===== src/hw/rtl/crcfb_pkg.sv =====
// Package for the CRC-16 frame builder: frame constants, queue entry type,
// back-end phase type and the byte-wide CRC update. No dependencies.
`timescale 1ns / 1ps

package crcfb_pkg;

  localparam int PAYLOAD_BYTES = 21;

  localparam logic [7:0] LAST_POS  = 8'(PAYLOAD_BYTES - 1);
  localparam logic [7:0] SYNC_BYTE = 8'hAA;
  localparam logic [7:0] LEN_BYTE  = 8'((PAYLOAD_BYTES + 5) % 256);
  localparam logic [7:0] HDR_ZERO  = 8'h00;

  localparam logic [15:0] CRC_INIT = 16'hFFFF;
  localparam logic [15:0] CRC_POLY = 16'h8408;

  localparam int QUEUE_DEPTH = 4;
  localparam int QUEUE_AW    = $clog2(QUEUE_DEPTH);
  localparam int QUEUE_CW    = $clog2(QUEUE_DEPTH + 1);

  typedef struct packed {
    logic [7:0] data;
    logic       first;
    logic       last;
  } entry_t;

  typedef enum logic [2:0] {
    PH_START,
    PH_SYNC,
    PH_LEN,
    PH_ZERO,
    PH_DATA,
    PH_CRC_LO,
    PH_CRC_HI
  } phase_t;

  // One byte through the reflected CRC-16, LSB first.
  function automatic logic [15:0] crc_feed(input logic [15:0] crc, input logic [7:0] data);
    logic [15:0] c;
    c = crc ^ {8'h00, data};
    for (int b = 0; b < 8; b++) begin
      if (c[0]) begin
        c = (c >> 1) ^ CRC_POLY;
      end else begin
        c = c >> 1;
      end
    end
    return c;
  endfunction

endpackage


===== src/hw/rtl/crc16_frame_builder.sv =====
// Channel   Valid          Stall          Data
// input     payload_valid  payload_stall  payload_byte
// output    frame_valid    frame_stall    frame_byte, frame_end
//
// Each payload byte produces one output byte per cycle while frame_stall is low;
// a frame's first byte adds three header bytes and its last two CRC bytes, so 21
// bytes give 26 output bytes. The back end's single output register sets that pace.
// Input bytes are taken every cycle while the four-entry queue has room.
// Reset is synchronous and returns the block to the start of a frame.
// Top level of the CRC-16 frame builder; depends on crcfb_pkg and the
// crcfb_front, crcfb_queue and crcfb_back modules.
`timescale 1ns / 1ps

module crc16_frame_builder (
  input  logic       clk,
  input  logic       rst,
  input  logic       payload_valid,
  output logic       payload_stall,
  input  logic [7:0] payload_byte,
  output logic       frame_valid,
  input  logic       frame_stall,
  output logic [7:0] frame_byte,
  output logic       frame_end
);
  import crcfb_pkg::*;

  entry_t push_entry;
  entry_t head;
  logic   push;
  logic   queue_full;
  logic   pop;
  logic   head_valid;

  crcfb_front u_front (
    .clk           (clk),
    .rst           (rst),
    .payload_valid (payload_valid),
    .payload_stall (payload_stall),
    .payload_byte  (payload_byte),
    .queue_full    (queue_full),
    .push          (push),
    .push_entry    (push_entry)
  );

  crcfb_queue u_queue (
    .clk        (clk),
    .rst        (rst),
    .push       (push),
    .push_entry (push_entry),
    .full       (queue_full),
    .pop        (pop),
    .head       (head),
    .not_empty  (head_valid)
  );

  crcfb_back u_back (
    .clk         (clk),
    .rst         (rst),
    .head        (head),
    .head_valid  (head_valid),
    .pop         (pop),
    .frame_valid (frame_valid),
    .frame_stall (frame_stall),
    .frame_byte  (frame_byte),
    .frame_end   (frame_end)
  );

endmodule


===== src/hw/rtl/crcfb_queue.sv =====
// Small FIFO of classified payload bytes between the front and back ends.
// Depends on crcfb_pkg for the entry type and depth.
`timescale 1ns / 1ps

module crcfb_queue (
  input  logic            clk,
  input  logic            rst,
  input  logic            push,
  input  crcfb_pkg::entry_t push_entry,
  output logic            full,
  input  logic            pop,
  output crcfb_pkg::entry_t head,
  output logic            not_empty
);
  import crcfb_pkg::*;

  entry_t               mem [QUEUE_DEPTH];
  logic [QUEUE_AW-1:0]  wr_ptr;
  logic [QUEUE_AW-1:0]  rd_ptr;
  logic [QUEUE_CW-1:0]  count;
  logic                 do_push;
  logic                 do_pop;

  assign full      = (count == QUEUE_CW'(QUEUE_DEPTH));
  assign not_empty = (count != '0);
  assign do_push   = push && !full;
  assign do_pop    = pop && not_empty;
  assign head      = mem[rd_ptr];

  always_ff @(posedge clk) begin
    if (do_push) begin
      mem[wr_ptr] <= push_entry;
    end
  end

  always_ff @(posedge clk) begin
    if (rst) begin
      wr_ptr <= '0;
      rd_ptr <= '0;
      count  <= '0;
    end else begin
      if (do_push) begin
        wr_ptr <= wr_ptr + 1'b1;
      end
      if (do_pop) begin
        rd_ptr <= rd_ptr + 1'b1;
      end
      if (do_push && !do_pop) begin
        count <= count + 1'b1;
      end else if (do_pop && !do_push) begin
        count <= count - 1'b1;
      end
    end
  end

endmodule


===== src/hw/rtl/crcfb_front.sv =====
// Front end: accepts payload bytes and marks the first and last of each frame.
// Depends on crcfb_pkg for the frame length and entry type.
`timescale 1ns / 1ps

module crcfb_front (
  input  logic            clk,
  input  logic            rst,
  input  logic            payload_valid,
  output logic            payload_stall,
  input  logic [7:0]      payload_byte,
  input  logic            queue_full,
  output logic            push,
  output crcfb_pkg::entry_t push_entry
);
  import crcfb_pkg::*;

  logic [7:0] position;
  logic       last;

  // A position at or past the final slot closes the frame.
  assign last          = (position >= LAST_POS);
  assign payload_stall = queue_full;
  assign push          = payload_valid && !queue_full;

  assign push_entry.data  = payload_byte;
  assign push_entry.first = (position == 8'd0);
  assign push_entry.last  = last;

  always_ff @(posedge clk) begin
    if (rst) begin
      position <= 8'd0;
    end else if (push) begin
      position <= last ? 8'd0 : position + 8'd1;
    end
  end

endmodule


===== src/hw/rtl/crcfb_back.sv =====
// Back end: expands queued bytes into header, payload and CRC output bytes.
// Depends on crcfb_pkg for constants, phase type and the CRC function.
`timescale 1ns / 1ps

module crcfb_back (
  input  logic            clk,
  input  logic            rst,
  input  crcfb_pkg::entry_t head,
  input  logic            head_valid,
  output logic            pop,
  output logic            frame_valid,
  input  logic            frame_stall,
  output logic [7:0]      frame_byte,
  output logic            frame_end
);
  import crcfb_pkg::*;

  phase_t      phase;
  phase_t      phase_next;
  phase_t      phase_cur;
  logic [15:0] crc;
  logic [15:0] crc_next;
  logic [15:0] crc_base;
  logic [7:0]  byte_sel;
  logic        end_sel;
  logic        feed;
  logic        load;

  // With an entry queued, the output register loads when empty or draining.
  assign load = head_valid && (!frame_valid || !frame_stall);

  always_comb begin
    phase_cur = phase;
    if (phase == PH_START) begin
      phase_cur = head.first ? PH_SYNC : PH_DATA;
    end

    byte_sel   = head.data;
    end_sel    = 1'b0;
    feed       = 1'b0;
    pop        = 1'b0;
    phase_next = phase;
    crc_base   = crc;

    case (phase_cur)
      PH_SYNC: begin
        byte_sel   = SYNC_BYTE;
        crc_base   = CRC_INIT;
        feed       = 1'b1;
        phase_next = PH_LEN;
      end
      PH_LEN: begin
        byte_sel   = LEN_BYTE;
        feed       = 1'b1;
        phase_next = PH_ZERO;
      end
      PH_ZERO: begin
        byte_sel   = HDR_ZERO;
        feed       = 1'b1;
        phase_next = PH_DATA;
      end
      PH_DATA: begin
        byte_sel = head.data;
        feed     = 1'b1;
        if (head.last) begin
          phase_next = PH_CRC_LO;
        end else begin
          phase_next = PH_START;
          pop        = load;
        end
      end
      PH_CRC_LO: begin
        byte_sel   = ~crc[7:0];
        phase_next = PH_CRC_HI;
      end
      PH_CRC_HI: begin
        byte_sel   = ~crc[15:8];
        end_sel    = 1'b1;
        phase_next = PH_START;
        pop        = load;
      end
      default: begin
        phase_next = PH_START;
      end
    endcase

    crc_next = feed ? crc_feed(crc_base, byte_sel) : crc;
  end

  always_ff @(posedge clk) begin
    if (rst) begin
      phase <= PH_START;
      crc   <= CRC_INIT;
    end else if (load) begin
      phase <= phase_next;
      crc   <= crc_next;
    end
  end

  always_ff @(posedge clk) begin
    if (rst) begin
      frame_valid <= 1'b0;
    end else if (load) begin
      frame_valid <= 1'b1;
    end else if (!frame_stall) begin
      frame_valid <= 1'b0;
    end
  end

  always_ff @(posedge clk) begin
    if (load) begin
      frame_byte <= byte_sel;
      frame_end  <= end_sel;
    end
  end

endmodule

===== config.mk =====
export PLATFORM = sky130hd
export DESIGN_NAME = crc16_frame_builder
export DESIGN_NICKNAME = d
export VERILOG_FILES = /design/src/hw/rtl/crcfb_pkg.sv /design/src/hw/rtl/crc16_frame_builder.sv /design/src/hw/rtl/crcfb_queue.sv /design/src/hw/rtl/crcfb_front.sv /design/src/hw/rtl/crcfb_back.sv
export SDC_FILE = /design/constraint.sdc
export NUM_CORES = 1
export LEC_CHECK = 0
export BUFFER_PORTS_ARGS = -buffer_cell sky130_fd_sc_hd__buf_2
export CAP_MARGIN = 10
export CELL_PAD_IN_SITES_DETAIL_PLACEMENT = 1
export CELL_PAD_IN_SITES_GLOBAL_PLACEMENT = 1
export CORE_MARGIN = 4
export CORE_UTILIZATION = 45
export DETAILED_ROUTE_END_ITERATION = 6
export PLACE_DENSITY_LB_ADDON = 0.1
export SYNTH_ARGS = -nofsm -noshare
export SYNTH_HDL_FRONTEND = slang
export SYNTH_SLANG_ARGS = --single-unit
export TNS_END_PERCENT = 50

===== constraint.sdc =====
create_clock -name clk -period 3.4 [get_ports clk]
set_input_delay 0.34 -clock clk [delete_from_list [all_inputs] [get_ports clk]]
set_output_delay 0.34 -clock clk [all_outputs]
set_load 0.02 [all_outputs]

# After elaboration in Yosys (flattened, before gate mapping)
# Memories as Yosys holds them, arrays and structs flattened. A register that Yosys moved wholly into a read port is not among the register bits.
# Index checks and enable logic that the tools add are counted.
# op_classes
n_eq_ne,8
magnitude_cmp,1
n_mux,27
reduce_logical,18
n_bitwise,11
addsub,5
# op_table
op,n
two-way mux 16 bit,9
case mux 8 bit (5 select lines),1
NOT 2 -> 3 bit,8
NOT 8 bit,2
XOR 16 x 8 -> 16 bit,1
two-way mux 3 bit,5
case mux 3 bit (5 select lines),1
"== test 3 bit, second input constant",4
"adder 8 x 1 -> 8 bit, second input constant",1
">= comparator 8 x 5 -> 1 bit, second input constant",1
zero test 8 bit,1
two-way mux 8 bit,1
two-way mux 1 bit,7
"== test 3 x 2 -> 1 bit, second input constant",2
logical AND 1 bit,6
zero test 1 bit,5
"adder 2 x 1 -> 2 bit, second input constant",2
two-way mux 2 bit,2
OR reduction 4 bit,1
"adder 3 x 1 -> 3 bit, second input constant",1
"== test 3 x 1 -> 1 bit, second input constant",1
zero test 3 bit,1
nonzero test 3 bit,1
"subtractor 3 x 1 -> 3 bit, second input constant",1
other kinds (5),5
# word_totals
inputBits,12
n_memories,1
elab_cells,80
out_inout_bits,11
ff_bits,44
ramBits,40
# mem_list
name,depth,width,rd,rd_ports_with_merged_regs,wr,line,source
u_queue.mem,4,10,1,1,1,crcfb_queue.sv:17,entry_t mem [QUEUE_DEPTH];

# Depth between registers and ports, before layout
# Gate-level depths: netlist (run 1).
# depth
word_depth,21
mapped_depth,11
mapped_depth_nobuf,10

# Hierarchy
# From an unflattened synthesis (run 1), not the netlist that was laid out.
# unflattened
cells_unflattened,365
hier_area_um2,4396.7
# modules_own_cells
module,cells_each,area_each_um2,seq_area_each_um2,n_inst
crcfb_back,208,1951.9,670.6,1
crcfb_queue,100,1910.6,1381.3,1
crcfb_front,57,534.3,160.2,1

# Worst setup path before layout (run 1)
# No wires, ideal clock.
# synth_timing
path_kind,register to register
from,register with a tool-made name
to,register u_queue.count[2]
path_buffers,0
synth_period_minus_slack_ns,2.713
setup_time_ns,0.071
t_required_ns,3.329
path_slack_ns,0.687
stages_incl_launch_ff,11
arrival_ns,2.643
path_cell_list,dfxtp_1 mux4_2 nor2_1 nor2_1 or4_1 ha_1 inv_1 fa_1 xor2_1 or3_1 a21oi_1
# synth_lines
item,line,source
to (signal assigned),crcfb_queue.sv:49,count <= count + 1'b1;
to (signal assigned),crcfb_queue.sv:51,count <= count - 1'b1;
to (decl),crcfb_queue.sv:20,logic [QUEUE_CW-1:0] count;

==> impl_metrics.json, run 1 <==
{
  "synthDistinctLibCells": 60,
  "initial_core_util_pct": 46.45,
  "setup_viol": 0,
  "num_vias": 3158,
  "cp-end-kind": "register",
  "power_mw": 4.724,
  "die_h_um": 105.7,
  "avgSynthCellArea_um2": 10.92,
  "antenna_found_initial": 0,
  "grt_overflow": 0,
  "io_pins": 23,
  "synth_top_family_by_area": "simple AND/OR/NAND/NOR gates",
  "nets": 439,
  "cts-resized-gates": 0,
  "vias_per_cell": 5.711,
  "setup_slack_ps": 481.9,
  "skew_ps": 15.25,
  "numPortBuffers": 22,
  "startpoint_type": "register",
  "dp_cells": 537,
  "finalCritPeriodShare_pct": 85.83,
  "drv_cap": 0,
  "grt_pass1_wl_um": 17380,
  "place_ws_ps": 460.8,
  "grt_max_degree": 25,
  "die_w_um": 105.7,
  "area_growth_pct": 10.67,
  "root_buffer": "clkbuf_8",
  "cts_hold_buf": 0,
  "min-delay-start": "payload_byte[5]",
  "regToRegEndpoint": "u_back.crc[0]",
  "ff_latch_area_mm2": 0.002212,
  "synth_mux_area_share_pct": 6.997,
  "grt_use_total_pct": 19.85,
  "hold_depth": 1,
  "ys_seq_area_share_pct": 51.55,
  "path_clk_slew_ps": 100,
  "hold_viol_final": 0,
  "synthCells": 393,
  "max-vdd-ir-drop_mv": 0.3216,
  "clock-sinks": 86,
  "timing.setup.tns_ps": 0,
  "cp_slowest_cell": "mux4_2",
  "wl_per_cell_um": 19.12,
  "wl_um": 10580,
  "hpwl_um": 7707,
  "fmax_mhz": 342.7,
  "postPlaceCellArea_mm2": 0.004561,
  "ant_nets": 0,
  "gp_congestion": 0.8332,
  "cp.arrival_ps": 3180,
  "p_leak_nw": 1.713,
  "grt_pass1_vias": 3281,
  "synth_compound_area_share_pct": 14.93,
  "async_flop_share_pct": 0,
  "powerDensity_mw_per_mm2": 994.6,
  "multiInputGateArea_mm2": 0.001953,
  "min_to": "u_queue.mem[2][7]",
  "core_area_mm2": 0.009240,
  "synth_area_mm2": 0.004292,
  "fin_area_mm2": 0.004750,
  "clock_path_buffers": 2,
  "yosysTopAreaCell": "edfxtp_1",
  "drc_errors": 0,
  "final_cell_mix": "edfxtp_1 (49), nor2_1 (48), dfxtp_1 (37)",
  "worstPathRequired_ps": 3660,
  "dieArea_mm2": 0.01116,
  "synth_nets": 413,
  "drt_iter0_drc": 136,
  "crit_top_cell": "xnor2_1",
  "rsz0062_at_grt": "no",
  "ys_ff_latch": 86,
  "hp-class": "input port to register",
  "yosys_warnings": 0,
  "final_cells": 553,
  "netlist_top_cells_area": "edfxtp_1 (34%), dfxtp_1 (17%), nor2_1 (4.2%)",
  "placementRows": 35,
  "path_max_fanout": 10,
  "synth_edf_count": 49,
  "drive_gt1_share_pct": 14.39,
  "fillers": 1000,
  "ys.flop_type": "edfxtp_1",
  "slowest_delay_ps": 570,
  "final_common_cell": "edfxtp_1",
  "cp_cell_sequence": "buf_4 > mux4_2 > a211o_1 > a31oi_2 > xnor2_1 > xnor2_1 > or3_1 > o311a_1",
  "yosys.area.top_type_share_pct": 34.29,
  "antenna_cells": 0,
  "cts_inserted_buffers": 9,
  "h-tree-depth": 3,
  "synthAdderAreaFrac_pct": 2.507,
  "synth_xor_area_share_pct": 5.015,
  "yosys.area_share.simple_pct": 16.06,
  "drt_first_pass_iters": 4,
  "r2r_setup_slack_ps": 480,
  "max_slew_margin_pct": 55.89,
  "worstSkewPairLatency_ps": 360,
  "tightest_slew_ps": 661.6,
  "final.min_clock_period_ps": 2918,
  "cts_tree": "built",
  "crit_type": "register to register",
  "status": "finished clean",
  "maxSlewViolCount": 0,
  "ff2ff_path_depth": 8,
  "post-cts-setup-buffer-count": 0
}
-- registers in the layout, summed over array words and instances (netlist names), named ones only --
signal              count
u_queue.rd_ptr          2
u_front.position        8
u_queue.mem            40
u_back.frame_end        1
u_back.frame_valid      1
u_back.crc             16
u_queue.count           3
u_back.frame_byte       8
u_queue.wr_ptr          2
u_back.phase            3
-- how the worst max path moves through the flow --
stage | depth (start not counted) | from | slack [ps] | endpoint
floorplan | 10 | register | 690 | u_queue.count[2]
detailed placement | 8 | register | 460 | u_back.crc[0]
global placement | 8 | register | 540 | u_back.crc[0]
global route | 8 | register | 250 | u_back.crc[7]
CTS | 8 | register | 440 | u_back.crc[0]
finish | 8 | register | 480 | u_back.crc[0]
-- kinds of logic after synthesis --
| logic type | Yosys count |
|---|---|
| compound gates | 88 |
| xor+xnor | 23 |
| mux | 16 |
| simple gates | 141 |
| fa+ha+maj | 8 |
| flops | 86 |
| buf+inv | 31 |
-- critical path: cells and delay by family (launching register included) --
kind	cells	cell delay (ps)
buffers and inverters	1	250
and+or+nand+nor	1	410
DFF	1	410
AOI/OAI and AO/OA	3	740
xor gates and xnor gates	2	450
muxes	1	570
-- synth_stat cells, drive strengths merged, types with 3 or more instances --
cell,count
o21ai,15
a21oi,15
nand2b,8
nand3,5
nor4bb,4
a31oi,7
mux2i,6
a211oi,9
nor2,48
o211ai,11
nor2b,3
mux4,10
nor3,15
buf,4
edfxtp,49
ha,7
nand2,34
inv,13
clkbuf,12
a211o,3
xnor2,16
and2,7
o311a,4
nor3b,3
dfxtp,37
a21boi,3
xor2,6
-- metal layers --
metal  track usage, %  vias up  wire (um)
met5                0        -          0
met4            6.568        0        213
met3            3.246       16        226
met2            35.47       33       5541
met1            24.29     1598       4594
li1                 -     1511          -
-- final cells by class --
cell class | count | share of cell area, %
clock buffers | 9 | 2.608
flip-flops and latches | 86 | 46.58
repair buffers | 31 | 3.741
well taps | 129 | 3.398
inverters | 15 | 1.185
clock inverters | 7 | 1.370
multi-input cells | 276 | 41.12
-- metrics by stage --
step,hold WS (ps),utilization (%)
2_1_floorplan,437.7,-
3_3_place_gp,447.5,49.36
3_5_place_dp,482.7,49.36
4_1_cts,170.6,51.40
5_1_grt,176.4,51.40
6_report,188.2,51.40
-- where the power goes --
group | total (mW) | internal (mW) | switching [mW]
registers | 1.59 | 1.39 | 0.201
logic | 2.43 | 0.957 | 1.47
clock network | 0.706 | 0.283 | 0.424
Note: power is estimated with default switching activity, not from simulation.
==> inputs of run 2 (changes only) <==
--- a/config.mk
+++ b/config.mk
@@ -9,7 +9,7 @@
 export CAP_MARGIN = 10
 export CELL_PAD_IN_SITES_DETAIL_PLACEMENT = 1
 export CELL_PAD_IN_SITES_GLOBAL_PLACEMENT = 1
-export CORE_MARGIN = 4
+export CORE_MARGIN = 5
 export CORE_UTILIZATION = 45
 export DETAILED_ROUTE_END_ITERATION = 6
 export PLACE_DENSITY_LB_ADDON = 0.1
==> constraint.sdc (replaced) <==
create_clock -name clk -period 3.4 [get_ports clk]
set_input_delay 0.17 -clock clk [delete_from_list [all_inputs] [get_ports clk]]
set_output_delay 0.17 -clock clk [all_outputs]
set_load 0.02 [all_outputs]
==> impl_metrics.json, run 2 (synthesis gave the netlist of run 1 again) <==
{
  "status": "finished clean",
  "cts_tree": "built",
  "powerDensity_mw_per_mm2": 985.3,
  "final.min_clock_period_ps": 2975,
  "cp_cell_sequence": "buf_4 > mux4_2 > a211o_1 > a31oi_2 > xnor2_1 > xnor2_1 > or3_1 > o311a_1",
  "drt_first_pass_iters": 4,
  "crit_family": "compound AO/OA/AOI/OAI gates",
  "pwr-share-comb_pct": 51.7,
  "worstSkewPairLatency_ps": 370,
  "drt_iter0_drc": 92,
  "worstPathRequired_ps": 3650,
  "setup_viol": 0,
  "drv_cap": 0,
  "hold_depth": 1,
  "max_slew_margin_pct": 51.38,
  "grt_use_total_pct": 19.50,
  "area_growth_pct": 11.34,
  "antenna_cells": 0,
  "seq_power_share_pct": 33.7,
  "cts-resized-gates": 0,
  "initial_core_util_pct": 46.23,
  "cts_inserted_buffers": 9,
  "min_to": "u_queue.mem[1][5]",
  "cp-end-kind": "register",
  "cp.arrival_ps": 3230,
  "hp-class": "input port to register",
  "crit_type": "register to register",
  "hpwl_um": 7667,
  "regToRegEndpoint": "u_back.crc[0]",
  "r2r_setup_slack_ps": 420,
  "multiInputGateArea_mm2": 0.001953,
  "drive_gt1_share_pct": 14.49,
  "gp_congestion": 0.8669,
  "final_common_cell": "edfxtp_1",
  "wl_um": 10530,
  "switchingPower_mw": 2.059,
  "ff_latch_area_mm2": 0.002212,
  "p_leak_nw": 1.721,
  "skew_ps": 13.29,
  "min-delay-start": "payload_byte[3]",
  "hold_viol_final": 0,
  "maxSlewViolCount": 0,
  "grt_pass1_vias": 3384,
  "ff2ff_path_depth": 8,
  "rsz0062_at_grt": "no",
  "h-tree-depth": 3,
  "ant_nets": 0,
  "crit_top_cell": "xnor2_1",
  "nets": 443,
  "max-vdd-ir-drop_mv": 0.3080,
  "clock-sinks": 86,
  "grt_max_degree": 25,
  "timing.setup.tns_ps": 0,
  "largestRegisters": "u_queue.mem: 40 flops, u_back.crc: 16 flops",
  "clock_path_buffers": 2,
  "largest_reg_flops": 40,
  "grt_pass1_wl_um": 17490,
  "finalCritPeriodShare_pct": 87.51,
  "crit_buf_inv": 1,
  "top_register": "u_queue.mem",
  "path_clk_slew_ps": 100,
  "num_vias": 3160,
  "p_int_mw": 2.649,
  "tightest_slew_ps": 729.2,
  "slowest_delay_ps": 560,
  "die_h_um": 107.7,
  "utilization_pct": 51.47,
  "die_w_um": 107.7,
  "dieArea_mm2": 0.01159,
  "startpoint_type": "register",
  "core_area_mm2": 0.009284,
  "drc_errors": 0,
  "final_cells": 557,
  "root_buffer": "clkbuf_8",
  "fmax_mhz": 336.1,
  "grt_overflow": 0,
  "postPlaceCellArea_mm2": 0.004576,
  "vias_per_cell": 5.673,
  "placementRows": 35,
  "cp_slowest_cell": "mux4_2",
  "dp_cells": 539,
  "io_pins": 23,
  "switching_share_pct": 43.73,
  "fin_area_mm2": 0.004778,
  "wl_per_cell_um": 18.90,
  "numPortBuffers": 22,
  "path_max_fanout": 11,
  "final_cell_mix": "edfxtp_1 (49), nor2_1 (48), dfxtp_1 (37)",
  "fillers": 1033,
  "clkPwrFrac_pct": 14.6,
  "fin_hold_ws_ps": 21.76,
  "antenna_found_initial": 0
}
## run 2: metal layers
layer / vias up / track usage [%] / share of wire (%)
met5: - / 0 / 0
met4: 0 / 7.304 / 2.0
met3: 19 / 2.939 / 1.9
met2: 34 / 33.88 / 50
met1: 1589 / 24.45 / 46
li1: 1518 / - / -
## run 2: area by class of cell
cell class / instances / share of cell area [%]
Clock inverter: 6 / 0.9427
Clock buffer: 10 / 2.880
Sequential cell: 86 / 46.29
Multi-Input combinational cell: 276 / 40.87
Tap cell: 129 / 3.378
Timing Repair Buffer: 35 / 4.451
Inverter: 15 / 1.178
## run 2: metrics by stage
stage | setup slack, ps | power, mW
floorplan | 686.7 | 3.339
global placement | 503.1 | 3.969
detailed placement | 424.7 | 4.035
CTS | 409.8 | 4.736
global route | 237.9 | 5.041
finish | 424.7 | 4.708
## run 2: worst max path at each step
stage,end,startpoint,slack (ps),cells past startpoint
2_1_floorplan,u_queue.count[2],register,690,10
5_1_grt,u_back.crc[0],u_back.phase[2],240,7
3_5_place_dp,u_back.crc[0],register,420,8
6_report,u_back.crc[0],register,420,8
3_3_place_gp,u_back.crc[0],register,500,8
4_1_cts,u_back.crc[0],register,410,8
## run 2: power by group through the flow
stage,Sequential [mW],Combinational (mW),Clock (mW)
after floorplan,1.61,1.73,0
after global placement,1.60,2.37,0
after detailed placement,1.61,2.42,0
after CTS,1.59,2.45,0.702
after global routing,1.61,2.68,0.747
final,1.58,2.44,0.687
## run 2: timing repair
item	in CTS	in global routing
hold buffers	1	1
setup buffers	0	0
endpoints found under the setup margin	0	0
endpoints found under the hold margin	2	4
==> inputs of run 3 (changes only) <==
--- a/config.mk
+++ b/config.mk
@@ -13,6 +13,8 @@
 export CORE_UTILIZATION = 45
 export DETAILED_ROUTE_END_ITERATION = 6
 export PLACE_DENSITY_LB_ADDON = 0.1
+export RECOVER_POWER = 25
+export REMOVE_ABC_BUFFERS = 1
 export SYNTH_ARGS = -nofsm -noshare
 export SYNTH_HDL_FRONTEND = slang
 export SYNTH_SLANG_ARGS = --single-unit
==> impl_metrics.json, run 3 (synthesis gave the netlist of run 1 again) <==
{
  "status": "finished clean",
  "num_vias": 3123,
  "regToRegEndpoint": "u_queue.count[2]",
  "drt_first_pass_iters": 4,
  "postPlaceCellArea_mm2": 0.004576,
  "ant_nets": 0,
  "cts-resized-gates": 0,
  "p_int_mw": 2.778,
  "top_register": "u_queue.mem",
  "clkPwrFrac_pct": 16.8,
  "root_buffer": "clkbuf_8",
  "max-vdd-ir-drop_mv": 0.3737,
  "slowest_delay_ps": 520,
  "fmax_mhz": 346.7,
  "largest_reg_flops": 40,
  "wl_per_cell_um": 18.92,
  "nets": 441,
  "multiInputGateArea_mm2": 0.001953,
  "cp.arrival_ps": 3170,
  "startpoint_type": "register",
  "die_h_um": 107.7,
  "r2r_setup_slack_ps": 520,
  "grt_use_total_pct": 19.23,
  "h-tree-depth": 3,
  "cts_hold_buf": 0,
  "initial_core_util_pct": 46.23,
  "worstPathRequired_ps": 3690,
  "numPortBuffers": 22,
  "fin_hold_ws_ps": 61.35,
  "crit_family": "simple AND/OR/NAND/NOR gates",
  "drv_cap": 0,
  "antenna_found_initial": 0,
  "final.min_clock_period_ps": 2884,
  "drt_iter0_drc": 122,
  "tightest_slew_ps": 656.8,
  "drc_errors": 0,
  "clock_path_buffers": 2,
  "seq_power_share_pct": 32.9,
  "die_w_um": 107.7,
  "hp-class": "input port to register",
  "finalCritPeriodShare_pct": 84.83,
  "place_ws_ps": 489.7,
  "area_growth_pct": 11.57,
  "vias_per_cell": 5.627,
  "min_to": "u_back.frame_valid",
  "pwr-share-comb_pct": 50.4,
  "hold_viol_final": 0,
  "path_clk_slew_ps": 100,
  "post-cts-setup-buffer-count": 0,
  "grt_max_degree": 24,
  "setup_viol": 0,
  "hold_depth": 3,
  "gp_congestion": 0.7669,
  "timing.setup.tns_ps": 0,
  "power_mw": 4.849,
  "crit_buf_inv": 2,
  "p_leak_nw": 1.706,
  "fin_area_mm2": 0.004788,
  "cts_inserted_buffers": 9,
  "rsz0062_at_grt": "no",
  "antenna_cells": 0,
  "io_pins": 23,
  "setup_slack_ps": 515.9,
  "crit_type": "register to register",
  "switching_share_pct": 42.70,
  "grt_pass1_vias": 3246,
  "switchingPower_mw": 2.070,
  "max_slew_margin_pct": 56.21,
  "final_cells": 555,
  "dp_cells": 539,
  "skew_ps": 13.84,
  "fillers": 1032,
  "hpwl_um": 7754,
  "final_common_cell": "edfxtp_1",
  "grt_pass1_wl_um": 17080,
  "ff2ff_path_depth": 10,
  "ff_latch_area_mm2": 0.002212,
  "min-delay-start": "frame_stall",
  "core_area_mm2": 0.009284,
  "dieArea_mm2": 0.01159,
  "grt_overflow": 0,
  "maxSlewViolCount": 0,
  "final_cell_mix": "edfxtp_1 (49), nor2_1 (48), dfxtp_1 (37)",
  "clock-sinks": 86,
  "placementRows": 35,
  "cp_cell_sequence": "buf_4 > mux4_2 > and2_1 > or4_1 > ha_1 > inv_1 > fa_1 > xor2_1 > or3_1 > a21oi_1",
  "cp-end-kind": "register",
  "wl_um": 10500,
  "powerDensity_mw_per_mm2": 1013,
  "worstSkewPairLatency_ps": 350,
  "cts_tree": "built",
  "drive_gt1_share_pct": 12.21,
  "path_max_fanout": 11,
  "utilization_pct": 51.58,
  "largestRegisters": "u_queue.mem: 40 flops, u_back.crc: 16 flops",
  "cp_slowest_cell": "mux4_2"
}
==> run 3: worst reg2reg max path, delay by kind of cell (launching register included) <==
family	cells	cell delay [ps]
mux	1	520
simple gates	3	970
flops	1	360
buf+inv	2	330
xor+xnor	1	80
compound gates	1	150
fa+ha+maj	2	430
==> run 3: power by group through the flow <==
stage               Clock, mW  Combinational (mW)  Sequential [mW]
floorplan                   0                1.61             1.68
CTS                     0.841                2.46             1.59
detailed placement          0                2.44             1.62
global placement            0                2.39             1.60
finish                  0.812                2.44             1.59
global route            0.882                2.68             1.63
==> run 3: how the worst max path moves through the flow <==
stage	start	end	depth (start not counted)	slack, ps
6_report	register	u_queue.count[2]	10	520
3_3_place_gp	register	u_back.crc[0]	8	570
3_5_place_dp	register	u_queue.count[2]	10	490
4_1_cts	register	u_queue.count[2]	10	480
2_1_floorplan	register	u_queue.count[2]	10	370
5_1_grt	u_queue.mem[3][1]	u_queue.count[2]	10	260
==> run 3: layer usage <==
layer | GRT usage (%) | vias up | wire length [um]
li1 | - | 1513 | -
met2 | 32.64 | 48 | 5039
met3 | 3.359 | 17 | 310
met1 | 24.78 | 1545 | 4923
met5 | 0 | - | 0
met4 | 6.492 | 0 | 230
==> run 3: cell type report <==
class,count,share of cell area [%]
clock buffers,9,2.587
flip-flops and latches,86,46.20
multi-input cells,276,40.79
repair buffers,33,3.737
well taps,129,3.371
clock inverters,7,2.143
inverters,15,1.176
